--- src/hdl/wvs_pkg.sv ---
// shared constants, codes and controller/datapath types of the vruntime scheduler
package wvs_pkg;

    localparam int MAX_TASKS   = 16;
    localparam int NICE_LEVELS = 5;
    localparam int WEIGHT_REGS = 5;

    localparam int ID_W      = $clog2(MAX_TASKS);
    localparam int CNT_W     = $clog2(MAX_TASKS + 1);
    localparam int CMD_W     = 2;
    localparam int LVL_W     = 3;
    localparam int RT_W      = 32;
    localparam int WEIGHT_W  = 16;
    localparam int TICK_W    = 16;
    localparam int ST_W      = 2;
    localparam int CFG_IDX_W = 3;

    // item commands
    localparam logic [CMD_W-1:0] CMD_ADD   = 2'd0;
    localparam logic [CMD_W-1:0] CMD_START = 2'd1;
    localparam logic [CMD_W-1:0] CMD_TICK  = 2'd2;

    // result status codes
    localparam logic [ST_W-1:0] ST_OK       = 2'd0;
    localparam logic [ST_W-1:0] ST_FULL     = 2'd1;
    localparam logic [ST_W-1:0] ST_PHASE    = 2'd2;
    localparam logic [ST_W-1:0] ST_FINISHED = 2'd3;

    // register indexes: 0 .. WEIGHT_REGS-1 are the weights
    localparam logic [CFG_IDX_W-1:0] REG_TICK_LIMIT = 3'd5;

    localparam logic [WEIGHT_W-1:0] WEIGHT_RESET [WEIGHT_REGS] =
        '{16'd3121, 16'd1991, 16'd1024, 16'd820, 16'd655};
    localparam logic [TICK_W-1:0] TICK_LIMIT_RESET = 16'd10;

    typedef enum logic [3:0] {
        OP_NONE,
        OP_ACCEPT,
        OP_START_HEAD,
        OP_START_LVL,
        OP_SHIFT_RD,
        OP_SHIFT_WR,
        OP_CAND_RD,
        OP_TICK_CMP,
        OP_WALK_RD,
        OP_WALK_CMP,
        OP_WALK_TAIL,
        OP_TICK_END,
        OP_LOAD_OUT
    } dp_op_t;

    typedef enum logic [1:0] {
        GO_RESULT,
        GO_START,
        GO_TICK_ONE,
        GO_TICK
    } accept_go_t;

    typedef struct packed {
        accept_go_t go;
        logic       cand_later;
        logic       walk_end;
        logic       shift_end;
    } dp_sts_t;

endpackage

--- src/hdl/weighted_vruntime_scheduler.sv ---
// top level of the weighted vruntime scheduler
//
//  channel  | handshake                  | payload
//  ---------+----------------------------+----------------------------------------------
//  input    | in_valid / in_stall        | command, nice_level
//  output   | out_valid / out_stall      | running_id, running_vruntime, finished, status
//  config   | cfg_valid / cfg_ready      | cfg_index, cfg_data
//
//  add, refused or finished items: accepted, then loaded into the result register
//  start: takes the queue head as running task, reads its level, then moves each later entry one place toward the head
//  tick: charges the running task; with one task loaded it goes straight to the tick end, else the
//  head is compared with it and the sorted re-insertion walk reads one queue entry and its runtime at a time
//  one item at a time; the next is taken while the result waits in its register
//  reset clears counters and flags and presets config; task tables need no clearing
module weighted_vruntime_scheduler (
    input  logic                              clk,
    input  logic                              rst_n,
    input  logic                              in_valid,
    output logic                              in_stall,
    input  logic [wvs_pkg::CMD_W-1:0]         command,
    input  logic [wvs_pkg::LVL_W-1:0]         nice_level,
    output logic                              out_valid,
    input  logic                              out_stall,
    output logic [wvs_pkg::ID_W-1:0]          running_id,
    output logic [wvs_pkg::RT_W-1:0]          running_vruntime,
    output logic                              finished,
    output logic [wvs_pkg::ST_W-1:0]          status,
    input  logic                              cfg_valid,
    output logic                              cfg_ready,
    input  logic [wvs_pkg::CFG_IDX_W-1:0]     cfg_index,
    input  logic [wvs_pkg::WEIGHT_W-1:0]      cfg_data
);

    wvs_pkg::dp_op_t  op;
    wvs_pkg::dp_sts_t sts;

    assign cfg_ready = 1'b1;

    wvs_ctrl u_ctrl (
        .clk       (clk),
        .rst_n     (rst_n),
        .in_valid  (in_valid),
        .in_stall  (in_stall),
        .out_valid (out_valid),
        .out_stall (out_stall),
        .op        (op),
        .sts       (sts)
    );

    wvs_dp u_dp (
        .clk              (clk),
        .rst_n            (rst_n),
        .op               (op),
        .sts              (sts),
        .command          (command),
        .nice_level       (nice_level),
        .cfg_write        (cfg_valid && cfg_ready),
        .cfg_index        (cfg_index),
        .cfg_data         (cfg_data),
        .running_id       (running_id),
        .running_vruntime (running_vruntime),
        .finished         (finished),
        .status           (status)
    );

endmodule

--- src/hdl/wvs_ram.sv ---
// generic single write port ram with registered read
module wvs_ram #(
    parameter int WIDTH = 8,
    parameter int DEPTH = 16
) (
    input  logic                     clk,
    input  logic                     we,
    input  logic [$clog2(DEPTH)-1:0] waddr,
    input  logic [WIDTH-1:0]         wdata,
    input  logic [$clog2(DEPTH)-1:0] raddr,
    output logic [WIDTH-1:0]         rdata
);

    logic [WIDTH-1:0] mem [DEPTH];
    logic [WIDTH-1:0] rdata_reg;

    always_ff @(posedge clk)
    begin
        if (we)
        begin
            mem[waddr] <= wdata;
        end
        rdata_reg <= mem[raddr];
    end

    assign rdata = rdata_reg;

endmodule

--- src/hdl/wvs_ctrl.sv ---
// sequencer for item handshake, queue walks and result register
module wvs_ctrl (
    input  logic             clk,
    input  logic             rst_n,
    input  logic             in_valid,
    output logic             in_stall,
    output logic             out_valid,
    input  logic             out_stall,
    output wvs_pkg::dp_op_t  op,
    input  wvs_pkg::dp_sts_t sts
);

    typedef enum logic [3:0] {
        S_IDLE,
        S_START_HEAD,
        S_START_LVL,
        S_SHIFT_RD,
        S_SHIFT_WR,
        S_TICK_HEAD,
        S_TICK_CMP,
        S_WALK_RD,
        S_WALK_HEAD,
        S_WALK_CMP,
        S_TICK_END,
        S_RESULT
    } state_t;

    state_t state_reg;
    state_t state_next;
    logic   out_valid_reg;
    logic   out_valid_next;

    always_comb
    begin
        state_next     = state_reg;
        op             = wvs_pkg::OP_NONE;
        out_valid_next = out_valid_reg;
        if (out_valid_reg && !out_stall)
        begin
            out_valid_next = 1'b0;
        end
        unique case (state_reg)
            S_IDLE:
            begin
                if (in_valid)
                begin
                    op = wvs_pkg::OP_ACCEPT;
                    unique case (sts.go)
                        wvs_pkg::GO_START:    state_next = S_START_HEAD;
                        wvs_pkg::GO_TICK_ONE: state_next = S_TICK_END;
                        wvs_pkg::GO_TICK:     state_next = S_TICK_HEAD;
                        default:              state_next = S_RESULT;
                    endcase
                end
            end
            S_START_HEAD:
            begin
                op         = wvs_pkg::OP_START_HEAD;
                state_next = S_START_LVL;
            end
            S_START_LVL:
            begin
                op         = wvs_pkg::OP_START_LVL;
                state_next = S_SHIFT_RD;
            end
            S_SHIFT_RD:
            begin
                if (sts.shift_end)
                begin
                    state_next = S_RESULT;
                end
                else
                begin
                    op         = wvs_pkg::OP_SHIFT_RD;
                    state_next = S_SHIFT_WR;
                end
            end
            S_SHIFT_WR:
            begin
                op         = wvs_pkg::OP_SHIFT_WR;
                state_next = S_SHIFT_RD;
            end
            S_TICK_HEAD:
            begin
                op         = wvs_pkg::OP_CAND_RD;
                state_next = S_TICK_CMP;
            end
            S_TICK_CMP:
            begin
                op         = wvs_pkg::OP_TICK_CMP;
                state_next = sts.cand_later ? S_TICK_END : S_WALK_RD;
            end
            S_WALK_RD:
            begin
                if (sts.walk_end)
                begin
                    op         = wvs_pkg::OP_WALK_TAIL;
                    state_next = S_TICK_END;
                end
                else
                begin
                    op         = wvs_pkg::OP_WALK_RD;
                    state_next = S_WALK_HEAD;
                end
            end
            S_WALK_HEAD:
            begin
                op         = wvs_pkg::OP_CAND_RD;
                state_next = S_WALK_CMP;
            end
            S_WALK_CMP:
            begin
                op         = wvs_pkg::OP_WALK_CMP;
                state_next = sts.cand_later ? S_TICK_END : S_WALK_RD;
            end
            S_TICK_END:
            begin
                op         = wvs_pkg::OP_TICK_END;
                state_next = S_RESULT;
            end
            S_RESULT:
            begin
                // result register frees up when empty or taken this cycle
                if (!out_valid_reg || !out_stall)
                begin
                    op             = wvs_pkg::OP_LOAD_OUT;
                    out_valid_next = 1'b1;
                    state_next     = S_IDLE;
                end
            end
            default:
            begin
                state_next = S_IDLE;
            end
        endcase
    end

    always_ff @(posedge clk or negedge rst_n)
    begin
        if (!rst_n)
        begin
            state_reg     <= S_IDLE;
            out_valid_reg <= 1'b0;
        end
        else
        begin
            state_reg     <= state_next;
            out_valid_reg <= out_valid_next;
        end
    end

    assign in_stall  = (state_reg != S_IDLE);
    assign out_valid = out_valid_reg;

`ifndef SYNTHESIS
    a_result_from_result_state: assert property (@(posedge clk) disable iff (!rst_n)
        $rose(out_valid_reg) |-> $past(state_reg == S_RESULT))
        else $error("result raised outside the result state");

    a_accept_leaves_idle: assert property (@(posedge clk) disable iff (!rst_n)
        (state_reg == S_IDLE) && in_valid |=> (state_reg != S_IDLE))
        else $error("accepted transaction did not start work");

    a_walk_step_exit: assert property (@(posedge clk) disable iff (!rst_n)
        (state_reg == S_WALK_CMP) |=> (state_reg == S_WALK_RD) || (state_reg == S_TICK_END))
        else $error("queue walk left its loop");
`endif

endmodule

--- src/hdl/wvs_dp.sv ---
// datapath: task tables, ready queue, running task, weights and result register
module wvs_dp (
    input  logic                                 clk,
    input  logic                                 rst_n,
    input  wvs_pkg::dp_op_t                      op,
    output wvs_pkg::dp_sts_t                     sts,
    input  logic [wvs_pkg::CMD_W-1:0]            command,
    input  logic [wvs_pkg::LVL_W-1:0]            nice_level,
    input  logic                                 cfg_write,
    input  logic [wvs_pkg::CFG_IDX_W-1:0]        cfg_index,
    input  logic [wvs_pkg::WEIGHT_W-1:0]         cfg_data,
    output logic [wvs_pkg::ID_W-1:0]             running_id,
    output logic [wvs_pkg::RT_W-1:0]             running_vruntime,
    output logic                                 finished,
    output logic [wvs_pkg::ST_W-1:0]             status
);

    localparam int ID_W  = wvs_pkg::ID_W;
    localparam int CNT_W = wvs_pkg::CNT_W;
    localparam int LVL_W = wvs_pkg::LVL_W;
    localparam int RT_W  = wvs_pkg::RT_W;

    // control state
    logic [CNT_W-1:0]             count_reg,   count_next;
    logic [ID_W-1:0]              current_reg, current_next;
    logic [RT_W-1:0]              cur_rt_reg,  cur_rt_next;
    logic [LVL_W-1:0]             cur_lvl_reg, cur_lvl_next;
    logic                         started_reg, started_next;
    logic                         done_reg,    done_next;
    logic [wvs_pkg::TICK_W-1:0]   ticks_reg,   ticks_next;
    logic [CNT_W-1:0]             idx_reg,     idx_next;
    logic [wvs_pkg::WEIGHT_W-1:0] weight_reg [wvs_pkg::WEIGHT_REGS];
    logic [wvs_pkg::TICK_W-1:0]   limit_reg;

    // payload
    logic [wvs_pkg::ST_W-1:0]     status_reg,  status_next;
    logic [ID_W-1:0]              cand_reg,    cand_next;
    logic [ID_W-1:0]              ins_id_reg,  ins_id_next;
    logic [RT_W-1:0]              ins_rt_reg,  ins_rt_next;
    logic [ID_W-1:0]              out_id_reg;
    logic [RT_W-1:0]              out_rt_reg;
    logic                         out_fin_reg;
    logic [wvs_pkg::ST_W-1:0]     out_st_reg;

    // memory ports
    logic              rt_we,  lvl_we,  ord_we;
    logic [ID_W-1:0]   rt_waddr, lvl_waddr, ord_waddr, ord_raddr;
    logic [RT_W-1:0]   rt_wdata, rt_q;
    logic [LVL_W-1:0]  lvl_wdata, lvl_q;
    logic [ID_W-1:0]   ord_wdata, ord_q;

    logic [wvs_pkg::WEIGHT_W-1:0] weight;
    logic [RT_W:0]                charge_sum;
    logic [RT_W-1:0]              charged;
    logic [wvs_pkg::TICK_W-1:0]   ticks_inc;
    logic [CNT_W-1:0]             idx_prev;
    logic [LVL_W-1:0]             lvl_clamped;
    logic [wvs_pkg::ST_W-1:0]     acc_status;
    wvs_pkg::accept_go_t          acc_go;
    logic                         acc_add;

    wvs_ram #(.WIDTH(RT_W), .DEPTH(wvs_pkg::MAX_TASKS)) u_rt_ram (
        .clk   (clk),
        .we    (rt_we),
        .waddr (rt_waddr),
        .wdata (rt_wdata),
        .raddr (ord_q),
        .rdata (rt_q)
    );

    wvs_ram #(.WIDTH(LVL_W), .DEPTH(wvs_pkg::MAX_TASKS)) u_lvl_ram (
        .clk   (clk),
        .we    (lvl_we),
        .waddr (lvl_waddr),
        .wdata (lvl_wdata),
        .raddr (ord_q),
        .rdata (lvl_q)
    );

    wvs_ram #(.WIDTH(ID_W), .DEPTH(wvs_pkg::MAX_TASKS)) u_ord_ram (
        .clk   (clk),
        .we    (ord_we),
        .waddr (ord_waddr),
        .wdata (ord_wdata),
        .raddr (ord_raddr),
        .rdata (ord_q)
    );

    // weight of the running task, levels past the last register use the last
    always_comb
    begin
        weight = weight_reg[wvs_pkg::WEIGHT_REGS-1];
        for (int k = 0; k < wvs_pkg::WEIGHT_REGS; k++)
        begin
            if (cur_lvl_reg == LVL_W'(k))
            begin
                weight = weight_reg[k];
            end
        end
    end

    assign charge_sum = {1'b0, cur_rt_reg} + (RT_W + 1)'(weight);
    assign charged    = charge_sum[RT_W] ? {RT_W{1'b1}} : charge_sum[RT_W-1:0];
    assign ticks_inc  = (ticks_reg == {wvs_pkg::TICK_W{1'b1}}) ? ticks_reg
                                                               : ticks_reg + 1'b1;
    assign idx_prev   = idx_reg - CNT_W'(1);
    assign lvl_clamped = (nice_level >= LVL_W'(wvs_pkg::NICE_LEVELS))
                         ? LVL_W'(wvs_pkg::NICE_LEVELS - 1) : nice_level;

    // item decode
    always_comb
    begin
        acc_status = wvs_pkg::ST_OK;
        acc_go     = wvs_pkg::GO_RESULT;
        acc_add    = 1'b0;
        if (done_reg)
        begin
            acc_status = wvs_pkg::ST_FINISHED;
        end
        else
        begin
            unique case (command)
                wvs_pkg::CMD_ADD:
                begin
                    if (started_reg)
                    begin
                        acc_status = wvs_pkg::ST_PHASE;
                    end
                    else if (count_reg >= CNT_W'(wvs_pkg::MAX_TASKS))
                    begin
                        acc_status = wvs_pkg::ST_FULL;
                    end
                    else
                    begin
                        acc_add = 1'b1;
                    end
                end
                wvs_pkg::CMD_START:
                begin
                    if (started_reg || (count_reg == '0))
                    begin
                        acc_status = wvs_pkg::ST_PHASE;
                    end
                    else
                    begin
                        acc_go = wvs_pkg::GO_START;
                    end
                end
                wvs_pkg::CMD_TICK:
                begin
                    if (!started_reg)
                    begin
                        acc_status = wvs_pkg::ST_PHASE;
                    end
                    else if (count_reg == CNT_W'(1))
                    begin
                        acc_go = wvs_pkg::GO_TICK_ONE;
                    end
                    else
                    begin
                        acc_go = wvs_pkg::GO_TICK;
                    end
                end
                default:
                begin
                    acc_status = wvs_pkg::ST_PHASE;
                end
            endcase
        end
    end

    always_comb
    begin
        sts.go         = acc_go;
        sts.cand_later = (rt_q > ins_rt_reg);
        sts.walk_end   = (idx_reg == count_reg - CNT_W'(1));
        sts.shift_end  = (idx_reg == count_reg);
    end

    always_comb
    begin
        count_next   = count_reg;
        current_next = current_reg;
        cur_rt_next  = cur_rt_reg;
        cur_lvl_next = cur_lvl_reg;
        started_next = started_reg;
        done_next    = done_reg;
        ticks_next   = ticks_reg;
        idx_next     = idx_reg;
        status_next  = status_reg;
        cand_next    = cand_reg;
        ins_id_next  = ins_id_reg;
        ins_rt_next  = ins_rt_reg;

        rt_we     = 1'b0;
        rt_waddr  = current_reg;
        rt_wdata  = charged;
        lvl_we    = 1'b0;
        lvl_waddr = count_reg[ID_W-1:0];
        lvl_wdata = lvl_clamped;
        ord_we    = 1'b0;
        ord_waddr = idx_prev[ID_W-1:0];
        ord_wdata = cand_reg;
        ord_raddr = '0;

        unique case (op)
            wvs_pkg::OP_ACCEPT:
            begin
                status_next = acc_status;
                if (acc_add)
                begin
                    rt_we      = 1'b1;
                    rt_waddr   = count_reg[ID_W-1:0];
                    rt_wdata   = '0;
                    lvl_we     = 1'b1;
                    ord_we     = 1'b1;
                    ord_waddr  = count_reg[ID_W-1:0];
                    ord_wdata  = count_reg[ID_W-1:0];
                    count_next = count_reg + CNT_W'(1);
                end
                if ((acc_go == wvs_pkg::GO_TICK) || (acc_go == wvs_pkg::GO_TICK_ONE))
                begin
                    rt_we       = 1'b1;
                    cur_rt_next = charged;
                    ins_rt_next = charged;
                end
            end
            wvs_pkg::OP_START_HEAD:
            begin
                current_next = ord_q;
                cur_rt_next  = '0;
                started_next = 1'b1;
                idx_next     = CNT_W'(1);
            end
            wvs_pkg::OP_START_LVL:
            begin
                cur_lvl_next = lvl_q;
            end
            wvs_pkg::OP_SHIFT_RD:
            begin
                ord_raddr = idx_reg[ID_W-1:0];
            end
            wvs_pkg::OP_SHIFT_WR:
            begin
                ord_we    = 1'b1;
                ord_wdata = ord_q;
                idx_next  = idx_reg + CNT_W'(1);
            end
            wvs_pkg::OP_CAND_RD:
            begin
                cand_next = ord_q;
            end
            wvs_pkg::OP_TICK_CMP:
            begin
                // head of queue runs next unless it is behind the charged task
                if (!sts.cand_later)
                begin
                    ins_id_next  = current_reg;
                    current_next = cand_reg;
                    cur_rt_next  = rt_q;
                    cur_lvl_next = lvl_q;
                    idx_next     = CNT_W'(1);
                end
            end
            wvs_pkg::OP_WALK_RD:
            begin
                ord_raddr = idx_reg[ID_W-1:0];
            end
            wvs_pkg::OP_WALK_CMP:
            begin
                ord_we = 1'b1;
                if (sts.cand_later)
                begin
                    ord_wdata = ins_id_reg;
                end
                else
                begin
                    idx_next = idx_reg + CNT_W'(1);
                end
            end
            wvs_pkg::OP_WALK_TAIL:
            begin
                ord_we    = 1'b1;
                ord_wdata = ins_id_reg;
            end
            wvs_pkg::OP_TICK_END:
            begin
                ticks_next = ticks_inc;
                if (ticks_inc >= limit_reg)
                begin
                    rt_we       = 1'b1;
                    cur_rt_next = charged;
                    done_next   = 1'b1;
                end
            end
            default:
            begin
            end
        endcase
    end

    always_ff @(posedge clk or negedge rst_n)
    begin
        if (!rst_n)
        begin
            count_reg   <= '0;
            current_reg <= '0;
            cur_rt_reg  <= '0;
            cur_lvl_reg <= '0;
            started_reg <= 1'b0;
            done_reg    <= 1'b0;
            ticks_reg   <= '0;
            idx_reg     <= '0;
            limit_reg   <= wvs_pkg::TICK_LIMIT_RESET;
            for (int k = 0; k < wvs_pkg::WEIGHT_REGS; k++)
            begin
                weight_reg[k] <= wvs_pkg::WEIGHT_RESET[k];
            end
        end
        else
        begin
            count_reg   <= count_next;
            current_reg <= current_next;
            cur_rt_reg  <= cur_rt_next;
            cur_lvl_reg <= cur_lvl_next;
            started_reg <= started_next;
            done_reg    <= done_next;
            ticks_reg   <= ticks_next;
            idx_reg     <= idx_next;
            if (cfg_write)
            begin
                for (int k = 0; k < wvs_pkg::WEIGHT_REGS; k++)
                begin
                    if (cfg_index == wvs_pkg::CFG_IDX_W'(k))
                    begin
                        weight_reg[k] <= cfg_data;
                    end
                end
                if (cfg_index == wvs_pkg::REG_TICK_LIMIT)
                begin
                    limit_reg <= cfg_data;
                end
            end
        end
    end

    always_ff @(posedge clk)
    begin
        status_reg <= status_next;
        cand_reg   <= cand_next;
        ins_id_reg <= ins_id_next;
        ins_rt_reg <= ins_rt_next;
        if (op == wvs_pkg::OP_LOAD_OUT)
        begin
            out_id_reg  <= current_reg;
            out_rt_reg  <= cur_rt_reg;
            out_fin_reg <= done_reg;
            out_st_reg  <= status_reg;
        end
    end

    assign running_id       = out_id_reg;
    assign running_vruntime = out_rt_reg;
    assign finished         = out_fin_reg;
    assign status           = out_st_reg;

`ifndef SYNTHESIS
    a_count_bounded: assert property (@(posedge clk) disable iff (!rst_n)
        count_reg <= CNT_W'(wvs_pkg::MAX_TASKS))
        else $error("task count past table size");

    a_done_after_start: assert property (@(posedge clk) disable iff (!rst_n)
        done_reg |-> started_reg)
        else $error("finished without a running task");

    a_current_loaded: assert property (@(posedge clk) disable iff (!rst_n)
        started_reg |-> ({1'b0, current_reg} < count_reg))
        else $error("running task was never loaded");

    a_walk_in_queue: assert property (@(posedge clk) disable iff (!rst_n)
        (op == wvs_pkg::OP_WALK_RD) |-> (idx_reg < count_reg))
        else $error("queue walk read past the queue");
`endif

endmodule
--- config.mk ---
export PLATFORM = sky130hd
export DESIGN_NAME = weighted_vruntime_scheduler
export DESIGN_NICKNAME = d
export VERILOG_FILES = /design/src/hdl/wvs_pkg.sv /design/src/hdl/weighted_vruntime_scheduler.sv /design/src/hdl/wvs_ram.sv /design/src/hdl/wvs_ctrl.sv /design/src/hdl/wvs_dp.sv
export SDC_FILE = /design/constraint.sdc
export NUM_CORES = 1
export LEC_CHECK = 0
export ABC_AREA = 0
export BUFFER_PORTS_ARGS = -buffer_cell sky130_fd_sc_hd__buf_2
export CAP_MARGIN = 15
export CORE_MARGIN = 2
export CORE_UTILIZATION = 32
export CTS_CLUSTER_DIAMETER = 120
export CTS_CLUSTER_SIZE = 40
export DETAILED_ROUTE_END_ITERATION = 12
export SETUP_SLACK_MARGIN = 0.2
export SLEW_MARGIN = 15
export SYNTH_ARGS = -nofsm -noshare
export SYNTH_HDL_FRONTEND = slang
export SYNTH_SLANG_ARGS = --single-unit
export TNS_END_PERCENT = 30
--- constraint.sdc ---
create_clock -name clk -period 4.75 [get_ports clk]
set_input_delay 0.475 -clock clk [delete_from_list [all_inputs] [get_ports clk]]
set_output_delay 0.475 -clock clk [all_outputs]
set_load 0.02 [all_outputs]
[Yosys cells after proc, flatten, opt, wreduce, memory -nomap -nowiden]
Memory sizes are Yosys's and may differ from the RTL's. A register that Yosys moved wholly into a read port is not among the register bits.
Index checks and enable logic that the tools add are counted.
Storage, ports and cells
  bits in registers: 249
  latch bits: 0
  bits in writable memories: 624
  memory bits (read-only): 0
  memories: 3
Operators by class
  add/subtract/negate cells: 6
  $mul: 0
  divide/modulo/power cells: 0
  $lt $le $gt $ge: 4
  equal/unequal tests: 47
  shifts and indexed selects: 0
  mux-type cells: 69
  bitwise operators: 1
  reduce and logical (&&, ||, !) cells: 36
Memories
  u_dp.u_rt_ram.mem: depth 16, bits a word 32, rd ports 1, clocked after Yosys merged registers in 1, write ports 1, RTL line wvs_ram.sv:14  | logic [WIDTH-1:0] mem [DEPTH];
  u_dp.u_ord_ram.mem: depth 16, bits a word 4, rd ports 1, clocked after Yosys merged registers in 1, write ports 1, RTL line wvs_ram.sv:14
  u_dp.u_lvl_ram.mem: depth 16, bits a word 3, rd ports 1, clocked after Yosys merged registers in 1, write ports 1, RTL line wvs_ram.sv:14
Operator list (number)
  32-bit 2-to-1 mux: 6
  32-bit case mux with 4 select lines: 1
  16-bit 2-to-1 mux: 6
  4-bit 2-to-1 mux: 13
  4-bit case mux with 11 select lines: 1
  4-bit case mux with 10 select lines: 1
  4-bit == test, second input constant: 9
  32-bit by 16-bit adder with 33-bit output: 1
  4-bit by 3-bit == test with 1-bit output, second input constant: 8
  32-bit greater-than comparator: 1
  2-bit AND reduction: 13
  1-bit 2-to-1 mux: 21
  5-bit case mux with 4 select lines: 1
  16-bit by 1-bit adder with 16-bit output, second input constant: 1
  16-bit == test, second input constant: 1
  4-bit by 2-bit == test with 1-bit output, second input constant: 4
  16-bit >= comparator: 1
  4-bit case mux with 4 select lines: 1
  3-bit by 2-bit == test with 1-bit output, second input constant: 4
  2-bit 2-to-1 mux: 6
  4-bit case mux with 3 select lines: 1
  4-bit nonzero test: 3
  5-bit by 1-bit adder with 5-bit output, second input constant: 2
  5-bit == test: 2
  other kinds (32): 55

[Longest topological paths before layout]
Gate-level depths: netlist of run 1.
  depth after elaboration: 11
  mapped depth: 19
  gate-level depth less buffers: 16

[Hierarchy]
Synthesis of run 1 repeated with hierarchy kept, for this count alone.
Unflattened totals
  cell total of the unflattened synthesis: 2471
  area total of the unflattened synthesis: 38812.2 um^2
Modules (own cells, without submodules)
  wvs_ram (u_dp.u_rt_ram): instances 1, cells an instance 838, area an instance 19854.0 um^2, seq. area each 16015.4 um^2
  wvs_dp: instances 1, cells an instance 1331, area an instance 13730.7 um^2, seq. area each 6545.0 um^2
  wvs_ram (u_dp.u_ord_ram): instances 1, cells an instance 130, area an instance 2666.3 um^2, seq. area each 2001.9 um^2
  wvs_ram (u_dp.u_lvl_ram): instances 1, cells an instance 103, area an instance 2011.9 um^2, seq. area each 1501.4 um^2
  wvs_ctrl: instances 1, cells an instance 67, area an instance 538.0 um^2, seq. area each 125.1 um^2
  weighted_vruntime_scheduler: instances 1, cells an instance 2, area an instance 11.3 um^2, seq. area each 0.0 um^2

[Worst setup path before layout of run 1]
Ideal clock, no wire load.
  path type: register -> register
  from: register u_dp.ticks_reg[3] (netlist bit)
  to: memory u_dp.u_rt_ram.mem[7][0] (netlist bit), enable pin
  setup time: 0.421 ns
  arrival time: 4.570 ns
  data required time: 4.329 ns
  setup slack: -0.241 ns
  stages on the path, launching flop included: 18
  path buffers: 1
  clock period less this slack: 4.991 ns
  cell sequence: dfrtp_1 clkbuf_1 nand4_1 nor3_1 nand4_1 nand2b_1 or2_2 nor2_1 xnor2_1 ha_1 o2111a_1 and3_1 a22o_1 a311oi_1 o22ai_1 nand2_1 o22a_1 nor2_1
On the way
  cells in the longest elaborated chain, start to end: 7
  elaborated cells between the ends (all ways): 8
  those cells by class: 1 x add/sub; 1 x order compare; 1 x eq/ne; 5 x mux
RTL lines
  start, declared: RTL line wvs_dp.sv:30  | logic [wvs_pkg::TICK_W-1:0] ticks_reg, ticks_next;
  start signal, assigned: RTL line wvs_dp.sv:328  | ticks_reg <= ticks_next;
  16-bit by 1-bit adder with 16-bit output or 16-bit == test (tied branches): RTL line wvs_dp.sv:105, wvs_dp.sv:104
  16-bit 2-to-1 mux *: RTL line wvs_dp.sv:104  | assign ticks_inc = (ticks_reg == {wvs_pkg::TICK_W{1'b1}}) ? ticks_reg
  net u_dp.ticks_inc (one bit): RTL line wvs_dp.sv:55  | logic [wvs_pkg::TICK_W-1:0] ticks_inc;
  16-bit >= comparator *: RTL line wvs_dp.sv:289  | if (ticks_inc >= limit_reg)
  1-bit 2-to-1 mux *: RTL line wvs_dp.sv:289
  1-bit case mux with 2 select lines *: RTL line wvs_dp.sv:206  | unique case (op)
  1-bit 2-to-1 mux *: RTL line wvs_ram.sv:19  | if (we)
  1-bit 2-to-1 mux (not written as such) *: RTL line wvs_ram.sv:21  | mem[waddr] <= wdata;
  end, declared: RTL line wvs_ram.sv:14
The timed path passes the listed nets; every way through them passes the cells marked *.

[Worst setup path in the final report of run 1]
  from: register u_dp.ticks_reg[7] (netlist bit)
  to: memory u_dp.u_rt_ram.mem[11][26] (netlist bit), enable pin
Same word-level chain as after synthesis.

==> results of run 1 <==
==> logic make-up (layout without fill, tap and decap cells) <==
family                   after synthesis  after routing  share of synthesized area
AO/OA/AOI/OAI                        275            275                     0.0473
XOR/XNOR                              50             50                     0.0115
adder cells (fa/ha/maj)               77             77                     0.0254
buffers and inverters                200            367                     0.0202
flip-flops                           912            912                      0.685
multiplexers                         337            337                      0.158
other                                  1              1                  0.0000981
AND/OR/NAND/NOR                      423            423                     0.0526
==> cell usage after synthesis (all sizes together) (6+ instances only) <==
master   count
nand2b      19
a21o        14
o31ai        7
o211ai       6
xor2        15
mux4       199
nor2b       12
o21a        10
dfstp       27
a21oi       93
a31oi       21
xnor2       35
inv         94
nor3        27
edfxtp     705
clkbuf      75
a221oi       7
nand2       96
nand3       25
ha          76
nand4       19
mux2i       10
a22oi       12
nor4         6
o21ai       43
or2          7
buf         31
and2        23
mux2       128
nor2       148
o22ai        7
a2bb2oi     11
dfrtp      141
dfxtp       39
and3        20
==> layer usage <==
layer,routed length [um],track usage
met2,44200,0.244
met1,40400,0.209
met3,5180,0.0175
met4,1650,0.0274
met5,0,0
==> timing repair <==
item,in CTS,in global routing
pin swaps,13,7
buffers inserted,36,19
gates resized for setup,15,16
hold endpoints to repair,35,0
gates cloned,0,1
hold buffers,1,0
endpoints found under the setup margin,645,631
==> cell type report <==
| class | instances | area (um^2) |
|---|---|---|
| clock buffers | 45 | 786 |
| well taps | 1536 | 1920 |
| clock inverters | 5 | 53.8 |
| inverters | 94 | 353 |
| fillers | 10878 | 75300 |
| repair buffers | 223 | 2050 |
| multi-input cells | 1163 | 11600 |
| flip-flops and latches | 912 | 26200 |
==> per-stage QoR <==
| stage | cells | hold WS, ns | setup slack [ns] | instance area (um^2) | setup TNS [ns] |
|---|---|---|---|---|---|
| finish | 3978 | 0.116 | 0.338 | 42900 | 0 |
| global route | 3978 | 0.116 | 0.0957 | 42900 | 0 |
| CTS | 3958 | 0.0975 | 0.206 | 42600 | 0 |
| detailed placement | 3871 | 0.435 | -0.114 | 41300 | -8.50 |
| global placement | 3871 | 0.419 | -0.237 | 41300 | -10.04 |
| floorplan | 2275 | 0.179 | -0.241 | 38200 | -98.83 |
==> worst max path at each step <==
| stage | from | endpoint | slack, ns | cells past startpoint |
|---|---|---|---|---|
| final | u_dp.ticks_reg[7] | u_dp.u_rt_ram.mem[11][26] | 0.34 | 18 |
| after global routing | u_dp.cur_lvl_reg[1] | u_dp.u_rt_ram.mem[13][14] | 0.1 | 14 |
| after CTS | u_dp.cur_lvl_reg[0] | u_dp.u_rt_ram.mem[1][13] | 0.21 | 11 |
| after detailed placement | u_dp.ticks_reg[4] | u_dp.u_rt_ram.mem[0][23] | -0.11 | 17 |
| after global placement | u_dp.cur_lvl_reg[0] | u_dp.u_rt_ram.mem[8][27] | -0.24 | 12 |
| after floorplan | u_dp.ticks_reg[3] | u_dp.u_rt_ram.mem[7][0] | -0.24 | 17 |
==> power by group <==
| part | switching [W] | internal [W] |
|---|---|---|
| clock | 0.00230 | 0.00118 |
| sequential | 0.00109 | 0.0118 |
| combinational | 0.00681 | 0.00440 |
| total | 0.0102 | 0.0174 |
==> critical path, stage by stage (launching register included) <==
cell and delay [ns]:
sky130_fd_sc_hd__dfrtp_2 0.45, sky130_fd_sc_hd__nand4_1 0.18, sky130_fd_sc_hd__nor3_2 0.29, sky130_fd_sc_hd__nand2_1 0.15, sky130_fd_sc_hd__nor2_2 0.17, sky130_fd_sc_hd__nand3_1 0.11
sky130_fd_sc_hd__mux2_2 0.32, sky130_fd_sc_hd__ha_1 0.30, sky130_fd_sc_hd__and4_1 0.21, sky130_fd_sc_hd__and3_1 0.19, sky130_fd_sc_hd__a22o_1 0.22, sky130_fd_sc_hd__a311oi_4 0.41
sky130_fd_sc_hd__o22ai_2 0.12, sky130_fd_sc_hd__buf_4 0.19, sky130_fd_sc_hd__a31oi_2 0.23, sky130_fd_sc_hd__buf_6 0.18, sky130_fd_sc_hd__nor2_4 0.07, sky130_fd_sc_hd__buf_12 0.21
sky130_fd_sc_hd__clkbuf_4 0.18
==> impl_metrics.json, run 1 <==
{
  "crit_path_max_fanout": 6,
  "areaGrowthSynthToFinish_pct": 12.3,
  "netlist_area_um2": 38200,
  "global_route.overflow_total": 0,
  "drt_wl_total_mm": 91.4,
  "cts.path.max_buffers": 3,
  "synthDistinctLibCells": 75,
  "synth_top_area_share": 0.554,
  "finalClockSkew_ns": 0.0295,
  "worst_setup_hold_path_clk_slew_ns": 0.14,
  "syn_inst": 2275,
  "unrepaired_setup_endpoints_after_global_routing": "yes",
  "r2r_cells": 18,
  "yosys.area.top_type": "sky130_fd_sc_hd__edfxtp_1",
  "power.density_nw_per_um2": 642,
  "coreArea_um2": 118000,
  "synth_top_flop_cell": "sky130_fd_sc_hd__edfxtp_1",
  "commonest_cells_after_routing_fill_and_taps_aside": "sky130_fd_sc_hd__edfxtp_1, sky130_fd_sc_hd__mux4_2, sky130_fd_sc_hd__dfrtp_1, sky130_fd_sc_hd__mux2_2, sky130_fd_sc_hd__nor2_1",
  "fmaxAchievable_ghz": 0.227,
  "period_minus_slack_ns": 4.41,
  "synth-edff-count": 705,
  "globalplace.congestion": 0.866,
  "width_of_the_chip_um": 350,
  "final_common_cell": "sky130_fd_sc_hd__edfxtp_1",
  "r2r_end": "u_dp.u_rt_ram.mem[11][26]",
  "synth-warning-count": 0,
  "reg2reg_slack_ns": 0.34,
  "die-height_um": 350,
  "cts.root.buffer_cell": "sky130_fd_sc_hd__clkbuf_16",
  "routed-via-count": 20707,
  "total_die_area_um2": 122000,
  "number_of_port_buffers": 69,
  "hold-path-cell-count": 3,
  "effective_utilization_at_floorplan": 0.323,
  "worstSkewPairLatency_ns": 0.66,
  "synth.ff_latch_count": 912,
  "drc_violation_count_after_routing": 0,
  "ctsHtreeMaxLevel": 1,
  "grt_max_degree": 106,
  "grt_first_pass_wirelength_mm": 137,
  "fp-row-count": 126,
  "leakage_nw": 14.7,
  "yosys-top-cells-area": "sky130_fd_sc_hd__edfxtp_1, sky130_fd_sc_hd__mux4_2, sky130_fd_sc_hd__dfrtp_1, sky130_fd_sc_hd__mux2_2, sky130_fd_sc_hd__ha_1",
  "cts_tree": "done",
  "vdd.ir_drop.worst_mv": 0.591,
  "ioPinCount": 71,
  "rr_startpoint": "u_dp.ticks_reg[7]",
  "cts_num_sinks": 912,
  "ys_async_sr_fraction": 0.184,
  "synth_sequential_area_ratio": 0.685,
  "power.total_w": 0.0276,
  "critPathRequiredTime_ns": 5.17,
  "grt_antenna_before_repair": 4,
  "critical_path_arrival_ns": 4.83,
  "avgRoutedWirePerCell_um": 23.0,
  "crit_type": "reg -> reg",
  "max_cap_violations": 0,
  "antennaDiodeCount": 0,
  "grt_pass1_vias": 21092,
  "finalNetCount": 2527,
  "syn_area_per_cell_um2": 16.8,
  "status": "finished clean",
  "postRouteAntennaNets": 0,
  "setup_violations": 0,
  "timing_worst_slew_pin_value_ns": 1.25,
  "drt-initial-drc-count": 2166,
  "critPathCaptureType": "flop",
  "holdCritStartpoint": "out_stall",
  "synth_fp_nets": 2381,
  "post-route-period-util": 0.929,
  "drt_pass_1_iters": 6,
  "place_hpwl_mm": 60.9,
  "min_path_type": "in -> reg",
  "hold_path_end": "u_ctrl.out_valid",
  "routed_via_density": 5.21,
  "relSlewSlack": 0.162,
  "drv_slew": 0,
  "cts-buffers-inserted": 27,
  "drive_gt1_frac": 0.280,
  "fin_util": 0.363,
  "largest_register_ff_count": 512,
  "startpoint_type": "flop",
  "grt_use_total": 0.147,
  "hold_violations": 0
}
(Power assumes the default switching activity.)
==> run 2, diff against run 1 <==
CTS_BUF_LIST = sky130_fd_sc_hd__clkbuf_8 sky130_fd_sc_hd__clkbuf_16   (was default)
==> impl_metrics.json, run 2 (same netlist as run 1, synthesis figures left out) <==
{
  "worstSkewPairLatency_ns": 0.66,
  "unrepaired_setup_endpoints_after_global_routing": "yes",
  "cpLargestDelayFamily": "simple AND/OR/NAND/NOR gates",
  "cts.path.max_buffers": 3,
  "leakage_nw": 14.8,
  "period_minus_slack_ns": 4.40,
  "global_route.overflow_total": 0,
  "worst_setup_hold_path_clk_slew_ns": 0.14,
  "routed-via-count": 20768,
  "grt_first_pass_wirelength_mm": 137,
  "critPathCaptureType": "flop",
  "grt_use_total": 0.147,
  "clockPowerShare": 0.125,
  "drt_pass_1_iters": 6,
  "drt-initial-drc-count": 2230,
  "power.total_w": 0.0275,
  "hold_violations": 0,
  "swShare": 0.370,
  "drv_slew": 0,
  "vdd.ir_drop.worst_mv": 0.599,
  "crit_path_cell_trace": "ha_1, and2_1, nand4_1, nand2b_1, or2_2, nor2_2, xnor2_1, ha_1, o2111a_1, and3_1, a22o_1, a311oi_4, o22ai_2, buf_4, a31oi_2, buf_6, nor2_4, buf_12, clkbuf_4",
  "pwr-share-comb": 0.407,
  "finalClockSkew_ns": 0.0318,
  "number_of_port_buffers": 69,
  "setup_violations": 0,
  "hold-path-cell-count": 3,
  "antennaDiodeCount": 0,
  "place_hpwl_mm": 60.9,
  "min_path_type": "in -> reg",
  "finalNetCount": 2527,
  "cts_num_sinks": 912,
  "path_common_cell": "sky130_fd_sc_hd__ha_1",
  "max_cap_violations": 0,
  "status": "finished clean",
  "dpl.cell_count": 3871,
  "critical_path_arrival_ns": 4.83,
  "total_die_area_um2": 122000,
  "p_int_w": 0.0173,
  "critical_path_cell_count": 19,
  "cts.root.buffer_cell": "sky130_fd_sc_hd__clkbuf_16",
  "critPathRequiredTime_ns": 5.17,
  "fp-row-count": 126,
  "cts_tree": "done",
  "startpoint_type": "flop",
  "slowest_cell_on_the_critical_path": "sky130_fd_sc_hd__dfrtp_1",
  "commonest_cells_after_routing_fill_and_taps_aside": "sky130_fd_sc_hd__edfxtp_1, sky130_fd_sc_hd__mux4_2, sky130_fd_sc_hd__dfrtp_1, sky130_fd_sc_hd__mux2_2, sky130_fd_sc_hd__nor2_1",
  "timing_worst_slew_pin_value_ns": 1.23,
  "routed.top_layer": "met4",
  "timing.critical_path.slowest_cell_delay_ns": 0.43,
  "dpl_worst_slack_ns": -0.114,
  "coreArea_um2": 118000,
  "relSlewSlack": 0.173,
  "areaGrowthSynthToFinish_pct": 12.3,
  "drc_violation_count_after_routing": 0,
  "routed_via_density": 5.22,
  "fmaxAchievable_ghz": 0.227,
  "width_of_the_chip_um": 350,
  "avgRoutedWirePerCell_um": 23.0,
  "largest_register_ff_count": 512,
  "critical_path.n_buffers_inverters": 4,
  "postLayoutSetupSlackWorst_ns": 0.347,
  "grt_pass1_vias": 21096,
  "p_switching_w": 0.0102,
  "crit_type": "reg -> reg",
  "die-height_um": 350,
  "cts-buffers-inserted": 27,
  "drt_wl_total_mm": 91.5,
  "effective_utilization_at_floorplan": 0.323,
  "ctsHtreeMaxLevel": 1,
  "wl_met3_mm": 5.34,
  "layoutNonFillerInstCount": 3978,
  "post-route-period-util": 0.927,
  "globalplace.congestion": 0.866,
  "grt_max_degree": 106,
  "crit_path_max_fanout": 6,
  "postRouteAntennaNets": 0,
  "ioPinCount": 71,
  "final_common_cell": "sky130_fd_sc_hd__edfxtp_1",
  "drive_gt1_frac": 0.280,
  "power.density_nw_per_um2": 642,
  "r2r_cells": 19,
  "dr_wl_met2_mm": 44.2,
  "wl_met1_mm": 40.2,
  "grt_antenna_before_repair": 4,
  "whs_ns": 0.115,
  "seq_power_share": 0.468
}
[run 2: cell types whose count changed in the layout (fill, tap and decap cells not counted)]
cell and delta:
sky130_fd_sc_hd__buf_4 +1, sky130_fd_sc_hd__buf_6 -1, sky130_fd_sc_hd__clkbuf_1 -16, sky130_fd_sc_hd__inv_1 +16
[run 2: worst register-to-register path, cell delays in order, from the launching register on]
cell and delay, ns:
sky130_fd_sc_hd__dfrtp_1 0.43, sky130_fd_sc_hd__ha_1 0.25, sky130_fd_sc_hd__and2_1 0.19, sky130_fd_sc_hd__nand4_1 0.15, sky130_fd_sc_hd__nand2b_1 0.13, sky130_fd_sc_hd__or2_2 0.34, sky130_fd_sc_hd__nor2_2 0.11, sky130_fd_sc_hd__xnor2_1 0.12
sky130_fd_sc_hd__ha_1 0.26, sky130_fd_sc_hd__o2111a_1 0.17, sky130_fd_sc_hd__and3_1 0.19, sky130_fd_sc_hd__a22o_1 0.22, sky130_fd_sc_hd__a311oi_4 0.42, sky130_fd_sc_hd__o22ai_2 0.12, sky130_fd_sc_hd__buf_4 0.19, sky130_fd_sc_hd__a31oi_2 0.22
sky130_fd_sc_hd__buf_6 0.18, sky130_fd_sc_hd__nor2_4 0.07, sky130_fd_sc_hd__buf_12 0.21, sky130_fd_sc_hd__clkbuf_4 0.18
[run 2: timing repair]
item	in CTS	in global routing
buffers inserted	36	19
resized for setup	15	15
hold buffers	1	0
hold endpoints to repair	35	0
cloned	0	1
endpoints found under the setup margin	645	629
pin swaps	13	7
[run 2: path summary, 6_finish.rpt]
kind | start | to | slack [ns]
min reg2reg | u_dp.status_reg[1] | u_dp.status[1] | 0.46
max in group asynchronous | rst_n | u_dp.weight_reg[20] | 3.06
min in group asynchronous | rst_n | u_dp.weight_reg[22] | 0.49
max reg2reg | u_dp.ticks_reg[0] | u_dp.u_rt_ram.mem[11][26] | 0.35
max | u_dp.ticks_reg[0] | u_dp.u_rt_ram.mem[11][26] | 0.35
min | out_stall | u_ctrl.out_valid | 0.11
[run 2: per-stage QoR]
stage | cell area, um^2 | setup TNS, ns | util
final | 42900 | 0 | 0.363
after detailed placement | 41300 | -8.50 | 0.349
after floorplan | 38200 | -98.83 | -
after global placement | 41300 | -10.04 | 0.349
after global routing | 42900 | 0 | 0.363
after CTS | 42600 | 0 | 0.360
[run 2: final cells by class]
| class | instances | area [um^2] |
|---|---|---|
| clock inverter | 21 | 114 |
| clock buffer | 29 | 726 |
| timing repair buffer | 223 | 2040 |
| multi-input combinational | 1163 | 11600 |
| tap | 1536 | 1920 |
| inverter | 94 | 353 |
| fill | 10879 | 75300 |
| sequential | 912 | 26200 |
[run 2: layer usage]
| metal | vias to the layer above | GRT usage |
|---|---|---|
| li1 | 9109 | - |
| met1 | 10951 | 0.209 |
| met2 | 634 | 0.244 |
| met3 | 74 | 0.0175 |
| met4 | 0 | 0.0274 |
| met5 | - | 0 |
[run 2: power by group through the flow]
| stage | logic (W) | registers, W | clock network (W) |
|---|---|---|---|
| 5_1_grt | 0.0122 | 0.0130 | 0.00378 |
| 3_5_place_dp | 0.0111 | 0.0131 | 0 |
| 2_1_floorplan | 0.00741 | 0.0124 | 0 |
| 3_3_place_gp | 0.0107 | 0.0130 | 0 |
| 4_1_cts | 0.0111 | 0.0129 | 0.00355 |
| 6_report | 0.0112 | 0.0129 | 0.00344 |
